`src/rtl/core/shp_pkg.sv`:
```
// Shared types and constants for the 3x3 sharpening byte-stream filter.
`default_nettype none

package shp_pkg;

  // Widths fixed by the stream and the register map
  localparam int unsigned PIX_W       = 8;
  localparam int unsigned ROW_BYTES_W = 14;

  // Register reset value and kernel constants
  localparam logic [ROW_BYTES_W-1:0] ROW_BYTES_RESET = 14'd1920;
  localparam int unsigned            KERNEL_CENTRE   = 9;
  localparam logic [PIX_W-1:0]       PIX_MAX         = 8'd255;

  // Control from the pipeline to the tap window
  typedef struct packed {
    logic shift_rows01;  // a transaction leaves stage 1: shift rows 0 and 1
    logic shift_row2;    // a transaction leaves stage 2: shift row 2
    logic row_zero;      // row length of zero: all rows are the same stream
  } shp_tap_ctrl_t;

endpackage : shp_pkg

`default_nettype wire

```
`src/rtl/core/shp_window.sv`:
```
// Three-row tap window and sharpening kernel with saturation.
`default_nettype none

module shp_window
  import shp_pkg::*;
#(
  parameter int unsigned STRIDE = 3
) (
  input  wire logic          clk_i,
  input  wire shp_tap_ctrl_t ctrl_i,
  input  wire logic [PIX_W-1:0] row0_byte_i,  // newest byte, stage 1
  input  wire logic [PIX_W-1:0] row1_byte_i,  // byte one row back, stage 1
  input  wire logic [PIX_W-1:0] row2_mem_i,   // byte two rows back, stage 2
  output logic      [PIX_W-1:0] pixel_o
);

  localparam int unsigned TAPS = 2 * STRIDE + 1;

  logic [PIX_W-1:0] row0_q [TAPS];
  logic [PIX_W-1:0] row1_q [TAPS];
  logic [PIX_W-1:0] row2_q [TAPS-1];
  logic [PIX_W-1:0] row2_new;

  logic [PIX_W+3:0]        centre9;
  logic [PIX_W+2:0]        neigh_sum;
  logic signed [PIX_W+4:0] acc;

  // Newest byte of the far row: straight from the near row when rows coincide
  assign row2_new = ctrl_i.row_zero ? row1_q[0] : row2_mem_i;

  // Advance the near rows with each transaction leaving stage 1
  always_ff @(posedge clk_i) begin
    if (ctrl_i.shift_rows01) begin
      row0_q[0] <= row0_byte_i;
      row1_q[0] <= row1_byte_i;
      for (int k = 1; k < TAPS; k++) begin
        row0_q[k] <= row0_q[k-1];
        row1_q[k] <= row1_q[k-1];
      end
    end
  end

  // Advance the far row with each transaction leaving stage 2
  always_ff @(posedge clk_i) begin
    if (ctrl_i.shift_row2) begin
      row2_q[0] <= row2_new;
      for (int k = 1; k < TAPS - 1; k++) begin
        row2_q[k] <= row2_q[k-1];
      end
    end
  end

  // Centre weight nine, eight neighbours weight minus one
  always_comb begin
    centre9   = (PIX_W+4)'(row1_q[STRIDE]) * (PIX_W+4)'(KERNEL_CENTRE);
    neigh_sum = (PIX_W+3)'(row0_q[0]) + (PIX_W+3)'(row0_q[STRIDE])
              + (PIX_W+3)'(row0_q[2*STRIDE]) + (PIX_W+3)'(row1_q[0])
              + (PIX_W+3)'(row1_q[2*STRIDE]) + (PIX_W+3)'(row2_new)
              + (PIX_W+3)'(row2_q[STRIDE-1]) + (PIX_W+3)'(row2_q[2*STRIDE-1]);
    acc       = $signed({1'b0, centre9}) - $signed({2'b00, neigh_sum});
  end

  // Clamp to the byte range
  always_comb begin
    if (acc < 0) begin
      pixel_o = '0;
    end else if (acc > $signed({5'b0_0000, PIX_MAX})) begin
      pixel_o = PIX_MAX;
    end else begin
      pixel_o = acc[PIX_W-1:0];
    end
  end

endmodule : shp_window

`default_nettype wire

```
`config.mk`:
```
export PLATFORM = sky130hd
export DESIGN_NAME = shp_window
export DESIGN_NICKNAME = d
export VERILOG_FILES = /design/src/rtl/core/shp_pkg.sv /design/src/rtl/core/shp_window.sv
export SDC_FILE = /design/constraint.sdc
export NUM_CORES = 1
export LEC_CHECK = 0
export BUFFER_PORTS_ARGS = -buffer_cell sky130_fd_sc_hd__buf_4
export CELL_PAD_IN_SITES_DETAIL_PLACEMENT = 2
export CELL_PAD_IN_SITES_GLOBAL_PLACEMENT = 2
export CORE_ASPECT_RATIO = 2
export CORE_MARGIN = 4
export CORE_UTILIZATION = 46
export DETAILED_ROUTE_END_ITERATION = 16
export MAX_ROUTING_LAYER = met4
export PLACE_DENSITY_LB_ADDON = 0.1
export SLEW_MARGIN = 20
export SYNTH_ARGS = -nofsm -noshare
export SYNTH_HDL_FRONTEND = slang
export SYNTH_SLANG_ARGS = --single-unit
export TNS_END_PERCENT = 10
```
`constraint.sdc`:
```
create_clock -name clk_i -period 8.76 [get_ports clk_i]
set_clock_uncertainty 0.2 [all_clocks]
set_input_delay 1.314 -clock clk_i [delete_from_list [all_inputs] [get_ports clk_i]]
set_output_delay 1.314 -clock clk_i [all_outputs]
set_load 0.01 [all_outputs]
```
==> results.md, run 1 <==
Synthesis:
- The mean area per synthesized cell is 16.38 sq um.
- The synthesis warning total is 0.
- After synthesis, the share of flip-flops with an asynchronous set or reset is 0.
- The number of nets in the synthesized netlist is 567.
- The share of synthesized area in the top cell type comes to 0.6476.
- The dominant cell type by area after synthesis is sky130_fd_sc_hd__edfxtp_1.
- The area of the mapped netlist is 7420 sq um.
- Counting distinct cell types in the post-synthesis netlist gives 36.
- The most common cell in the synthesized netlist is sky130_fd_sc_hd__edfxtp_1.
- In this run, synthesis produced a sequential element count of 160.
- Of the synthesized area, sequential elements account for 0.6476.
- The most frequently used flop master after synthesis is sky130_fd_sc_hd__edfxtp_1.
- By count the netlist is led by sky130_fd_sc_hd__edfxtp_1 (160), sky130_fd_sc_hd__inv_1 (132), sky130_fd_sc_hd__fa_1 (62), sky130_fd_sc_hd__ha_1 (24), sky130_fd_sc_hd__a21oi_1 (10).
- After synthesis, the cell types taking the most area are sky130_fd_sc_hd__edfxtp_1 (65%), sky130_fd_sc_hd__fa_1 (17%), sky130_fd_sc_hd__inv_1 (6.7%).
- The number of enable-type register cells in the synthesized netlist is 160.
- Counting every instance in the synthesized netlist gives 453.

Worst setup path:
- Data on the critical path is required at its endpoint by 7.25 ns.
- The startpoint-to-endpoint class of the critical path is primary input to primary output.
- For the worst setup path, the data arrival time is 6.74 ns.
- The type of destination of the critical path is a primary output.
- In this run the worst path has a maximum fanout of 8.
- The kind of start point of the critical path is a primary input.

Clock network:
- Clock-pin slew was measured on the worst setup and hold paths at 0.06 ns.
- The number of buffers inserted to repair setup after CTS is 0.
- Once the clock tree was built, the resizer swapped 0 gates to a different size.
- The number of levels the H-tree was split into is 4.
- The master cell of the clock root buffer is sky130_fd_sc_hd__clkbuf_16.
- Buffers inserted during clock tree synthesis total 17.
- In this run the deepest clock path goes through 2 buffers.
- The number of clock sinks is 160.
- TritonCTS built the clock tree.
- For the worst-skew pair, the clock arrives at the later sink with an insertion delay of 0.43 ns.
- The hold-fix buffer count after cts is 0.

STA:
- The number of hold-slack violations in the final timing report is 0.
- At the pin with the least slew margin, the transition time is 1.055 ns.
- After layout, the minimum clock period comes to 8.257 ns.
- Setup violations remaining at the end of the flow were counted as 0.
- Setup repair after global routing left no endpoint under its margin.
- The accumulated negative setup slack is 0 ns.
- The highest clock rate is 121.1 MHz.
- The max-slew headroom at the worst pin is 0.2970.
- The max-slew violation count came to 0.
- Dividing the final minimum period by the clock period gives 0.9426.

Floorplanning:
- After floorplanning, the core was sized to cover 15780 sq um.
- The floorplan step set the die width to 97.81 um.
- The height of the die is 187.6 um.
- The total die area is 18350 sq um.
- The number of primary I/O pins is 36.
- For this configuration, the core starts out at a cell density of 0.4703.
- The floorplan has 65 rows.

Placed design:
- The post-DP HPWL is 11250 um.
- The count of buffers inserted at the top-level ports is 35.
- The placed cell area is 7925 sq um.
- The global placer's final weighted congestion is 0.7887.

Routing:
- After detailed routing, the number of vias per cell comes to 5.049.
- The first-pass iteration count of the detailed router is 4.
- The per-cell routed wire length is 22.40 um.
- In this run the remaining antenna-violating nets after routing total 0.
- The routed layout has 3625 vias.
- The number of design-rule violations left by the first detailed-router iteration is 139.
- Summed over all layers, the routed wires come to 16080 um.
- For this run, design rule violations remaining after detail routing come to 0.

Finish:
- The repair_antennas step left the layout with diodes totalling 0.
- The layout overhead on the synthesized area is 14.69%.
- The final net count is 618.
- The final cell area excluding filler cells is 8509 sq um.
- At the end of the flow the core is filled with cells to 0.5393.
- Of the cells placed in the final design, the portion with a size suffix greater than 1 is 0.1451.

Global routing:
- In the global route stage, overall resource usage came out at 0.1972.
- Entering global routing, the biggest net connects 81 pins.
- Global routing finished with a remaining overflow of 0.
- The first global-routing pass estimated 25650 um of wire.
- The number of antenna violations at the first check in global routing is 0.
- The number of global-route vias before repair is 4408.

Flow run:
- Across the run, the number of max-cap violations was 0.

Hold path:
- The worst hold path belongs to the class flop to flop.

Outcome:
- The flow ran to the end, and the final reports show no timing, DRC or antenna violations.
-- cell families (layout without fill, tap and decap cells) --
logic type	after synthesis	count (layout)	synth area share
compound gates	42	42	0.04570
xor+xnor	7	7	0.008263
fa+ha+maj	87	87	0.2091
buf+inv	136	200	0.06897
flops	160	160	0.6476
mux	8	8	0.01096
simple gates	13	13	0.009445
-- metrics by stage --
step,setup slack (ns),hold WS [ns],instances
detailed placement,0.4995,0.2059,686
CTS,0.4559,0.2262,718
floorplan,0.8745,0.2003,453
global route,0.1981,0.2262,718
finish,0.5026,0.2199,718
global placement,0.7578,0.2002,686
-- worst max-delay path: stages --
cell	delay, ns
sky130_fd_sc_hd__buf_4	0.21
sky130_fd_sc_hd__mux2i_1	0.43
sky130_fd_sc_hd__fa_1	0.48
sky130_fd_sc_hd__fa_1	0.47
sky130_fd_sc_hd__fa_1	0.53
sky130_fd_sc_hd__fa_1	0.56
sky130_fd_sc_hd__inv_1	0.06
sky130_fd_sc_hd__fa_1	0.56
sky130_fd_sc_hd__inv_1	0.05
sky130_fd_sc_hd__ha_1	0.28
sky130_fd_sc_hd__a211oi_1	0.50
sky130_fd_sc_hd__o211ai_1	0.18
sky130_fd_sc_hd__a221oi_2	0.40
sky130_fd_sc_hd__o221a_2	0.34
sky130_fd_sc_hd__a41oi_1	0.17
sky130_fd_sc_hd__buf_4	0.20
-- placed cells by master, fill, tap and decap left out, types with 2 or more instances in the layout --
cell type,netlist,routed
sky130_fd_sc_hd__fa_1,62,62
sky130_fd_sc_hd__o211ai_1,4,4
sky130_fd_sc_hd__inv_1,132,132
sky130_fd_sc_hd__clkinv_1,0,2
sky130_fd_sc_hd__edfxtp_1,160,160
sky130_fd_sc_hd__a211oi_1,4,4
sky130_fd_sc_hd__a41oi_1,8,8
sky130_fd_sc_hd__bufinv_16,0,2
sky130_fd_sc_hd__xor2_1,2,2
sky130_fd_sc_hd__inv_8,0,2
sky130_fd_sc_hd__inv_6,0,3
sky130_fd_sc_hd__nand3_1,2,2
sky130_fd_sc_hd__mux2i_1,7,7
sky130_fd_sc_hd__nand2_1,3,3
sky130_fd_sc_hd__clkbuf_16,0,17
sky130_fd_sc_hd__a21o_1,2,2
sky130_fd_sc_hd__nand2b_1,2,2
sky130_fd_sc_hd__clkinv_4,0,3
sky130_fd_sc_hd__a221oi_2,2,2
sky130_fd_sc_hd__o21ai_0,2,2
sky130_fd_sc_hd__ha_1,24,24
sky130_fd_sc_hd__a21oi_1,10,10
sky130_fd_sc_hd__nor2_1,2,2
sky130_fd_sc_hd__buf_4,0,36
sky130_fd_sc_hd__xnor2_1,5,5
-- final cells by class --
type | count | area, sq um
clock inverter | 14 | 155.1
sequential | 160 | 4805
multi-input combinational | 157 | 2103
clock buffer | 18 | 429.2
tap | 201 | 251.5
inverter | 132 | 495.5
fill | 1418 | 7268
timing repair buffer | 36 | 270.3
-- path summary, 6_finish.rpt --
kind	startpoint	endpoint	slack (ns)	cells after the start
max	ctrl_i[0]	pixel_o[1]	0.50	16
max reg2reg	row1_q[0][3]$_DFFE_PP_	row2_q[0][3]$_DFFE_PP_	7.38	2
min reg2reg	row2_q[1][0]$_DFFE_PP_	row2_q[2][0]$_DFFE_PP_	0.22	0
min	row2_q[1][0]$_DFFE_PP_	row2_q[2][0]$_DFFE_PP_	0.22	0
-- metal layers --
layer  wire [um]  track usage
met3         262      0.03016
met5           0            -
met1        5666       0.2007
met2        9750       0.3741
met4         401      0.07200
-- flip-flops by register name, indices dropped and copies added, names as in the netlist --
name and flops:
row0_q 56, row1_q 56, row2_q 48
Power of run 1 is left out: the tool's default activity adds up to more than one toggle a clock period on the data nets, which glitch-free logic cannot reach.
==> run 2: changes to the inputs <==
==> constraint.sdc (replaced) <==
create_clock -name clk_i -period 7.9 [get_ports clk_i]
set_clock_uncertainty 0.2 [all_clocks]
set_input_delay 1.185 -clock clk_i [delete_from_list [all_inputs] [get_ports clk_i]]
set_output_delay 1.185 -clock clk_i [all_outputs]
set_load 0.01 [all_outputs]
==> run 2 against run 1 <==
Highest routed layer unchanged; flip-flop and latch count unchanged; first-iteration DRC count up 6.5%; clock-buffer cell count unchanged; worst setup slack worse by 0.35 ns; register-to-register slack worse by 0.75 ns; die area unchanged; design area up 1.5%.
==> results.md, run 2 (synthesized netlist as in run 1, its figures left out) <==
Worst setup path:
- The critical path contains buffers and inverters numbering 4 combined.
- Measured in cells, the most critical reg-to-reg path has a length of 2.
- The kind of start point of the critical path is a primary input.
- The delay contributed by the slowest stage of the critical path is 0.56 ns.
- The setup check on the worst reg-to-reg path leaves a slack of 6.63 ns.
- The family with the most delay on the worst path is adder cells.
- The critical path goes through buf_8, mux2i_4, fa_1, fa_1, fa_1, fa_1, inv_1, fa_1, inv_1, fa_2, a211oi_4, o21ai_2, or4b_1, o311a_2, a41oi_1, buf_4.
- The worst setup path is of the primary input to primary output kind.
- Counting stages on the worst path, the most repeated cell is sky130_fd_sc_hd__fa_1.
- STA puts the critical path data arrival time at 6.37 ns.
- The total stage count of the critical path is 16.
- The critical path required time is 6.51 ns.
- The largest fanout on the critical path is 8.
- The worst setup path is captured at a primary output.
- The cell with the largest stage delay on the worst path is sky130_fd_sc_hd__fa_1.

Floorplanning:
- In this run the horizontal extent of the chip is 97.81 um.
- The starting density of the core is 0.4703.
- Row generation in the floorplan step produced 65 rows.
- The floorplan step set the die height to 187.6 um.
- The total area inside the core boundary comes to 15780 sq um.
- The number of primary I/O pins is 36.
- The die covers 18350 sq um.

Hold path:
- The min-delay analysis places its worst path in the category flop to flop.
- The worst hold path passes through 0 cells.

Finish:
- The library cell used most frequently in the layout, excluding fill and tap cells, is sky130_fd_sc_hd__edfxtp_1.
- The number of inserted diodes is 0.
- In the final layout, the share of cells above drive strength 1 is 0.1851.
- In the final layout, the registers with the most flip-flops are row0_q (56), row1_q (56), row2_q (48).
- In the layout the commonest cells are sky130_fd_sc_hd__edfxtp_1 (160), sky130_fd_sc_hd__inv_1 (132), sky130_fd_sc_hd__fa_1 (61).
- Fill cells in the final layout number 1399.
- In the final layout, the multi-input gates occupy 2180 sq um.
- Compared with the post-synthesis result, the final layout area differs by 16.44%.
- The final net count is 625.
- Summing all flip-flop and latch instances after layout gives 4805 sq um.
- The final core area utilization is 0.5476.

STA:
- Setup total negative slack on the finished layout was measured at 0 ns.
- Setup repair after global routing could not meet its margin everywhere.
- The post-route fraction of the period consumed by the critical path is 0.9812.
- The max-slew violation count is 0.
- For this run, the top clock speed supported by timing is 129.0 MHz.
- The number of hold-slack violations in the final timing report is 0.
- After layout, the minimum clock period comes to 7.751 ns.
- Hold is met by 0.2210 ns.
- At the pin with the least slew margin, the transition time is 1.039 ns.
- Setup violations remaining at the end of the flow were counted as 0.
- Once routing completed, OpenROAD measured the worst setup slack at 0.1487 ns.
- The worst pin sits at a relative slew slack of 0.3076.

Global routing:
- Entering global routing, the biggest net connects 79 pins.
- The first global-routing pass estimated 24800 um of wire.
- The leftover overflow at the end of global routing is 0.
- In the global route stage, overall resource usage came out at 0.1913.
- The number of global-route vias before repair is 4372.
- The number of antenna violations at the first check in global routing was 0.

Flow run:
- The number of max-cap violations is 0.

Clock network:
- The clock tree synthesis step divided the H-tree into 4 levels.
- In this run, post-CTS hold repair placed 0 buffers.
- TritonCTS built the clock tree.
- The number of buffers added by the clock tree synthesis step is 17.
- For the worst-skew pair, the clock arrives at the later sink with an insertion delay of 0.43 ns.
- The number of clock sinks is 160.
- The master cell of the clock root buffer is sky130_fd_sc_hd__clkbuf_16.
- No sink is reached through more buffers than the 2 on the longest clock path.
- The clock-pin slew reported for the worst setup and hold paths after clock tree synthesis is 0.07 ns.

Routing:
- Using the TritonRoute via totals, the vias-per-cell ratio works out to 5.046.
- The total length of routed wires is 15700 um.
- Once detail routing completed, the nets flagged for antenna violations numbered 0.
- The per-cell routed wire length is 21.66 um.
- Before antenna repair, the detailed router went through 4 iterations.
- The residual DRC count is 0.
- Across all layers, the routed design uses 3658 vias.
- The number of design-rule violations left by the first detailed-router iteration is 148.

Placed design:
- The post-DP HPWL is 11010 um.
- The worst setup slack before clock tree synthesis is -0.05811 ns.
- The count of buffers inserted at the top-level ports is 35.
- Routability-driven placement finished with a final weighted congestion of 0.7524.

Outcome:
- The flow ran to the end, and the final reports show no timing, DRC or antenna violations.
==> run 2: worst paths after layout <==
kind	to	from
setup / recovery	pixel_o[4]	ctrl_i[0]
hold / removal	row1_q[5][3]$_DFFE_PP_	row1_q[4][3]$_DFFE_PP_
setup reg to reg	row2_q[0][0]$_DFFE_PP_	row1_q[0][0]$_DFFE_PP_
hold reg to reg	row1_q[5][3]$_DFFE_PP_	row1_q[4][3]$_DFFE_PP_
==> run 2: repair_timing <==
action,4_1_cts,5_1_grt
hold endpoints to repair,0,0
endpoints found under the setup margin,8,8
gates resized for setup,4,13
setup buffers,1,4
pin swaps,1,3
==> run 2: area by class of cell <==
cell class                      instances  area share
Sequential cell                       160      0.5561
Multi-Input combinational cell        157      0.2523
Inverter                              132     0.05735
Clock buffer                           18     0.04967
Timing Repair Buffer                   43     0.03823
Tap cell                              201     0.02911
Clock inverter                         14     0.01723
==> run 2: layer usage <==
| metal | GRT usage | wire length [um] | share of wire | vias to the layer above |
|---|---|---|---|---|
| li1 | - | - | - | 1638 |
| met1 | 0.1891 | 5334 | 0.34 | 1933 |
| met2 | 0.3641 | 9652 | 0.61 | 59 |
| met3 | 0.03872 | 386 | 0.025 | 28 |
| met4 | 0.06613 | 331 | 0.021 | 0 |
| met5 | - | 0 | 0 | - |
==> run 2: stage by stage <==
stage | instance area, sq um | instances
final | 8640 | 725
after global routing | 8640 | 725
after CTS | 8553 | 721
after detailed placement | 7940 | 688
after global placement | 7940 | 688
after floorplan | 7420 | 453
==> run 2: worst register-to-register path: stages, from the launching register on <==
cell	delay, ns
sky130_fd_sc_hd__edfxtp_1	0.45
sky130_fd_sc_hd__mux2i_1	0.30
sky130_fd_sc_hd__inv_1	0.07
Power of run 2 is left out for the same reason.
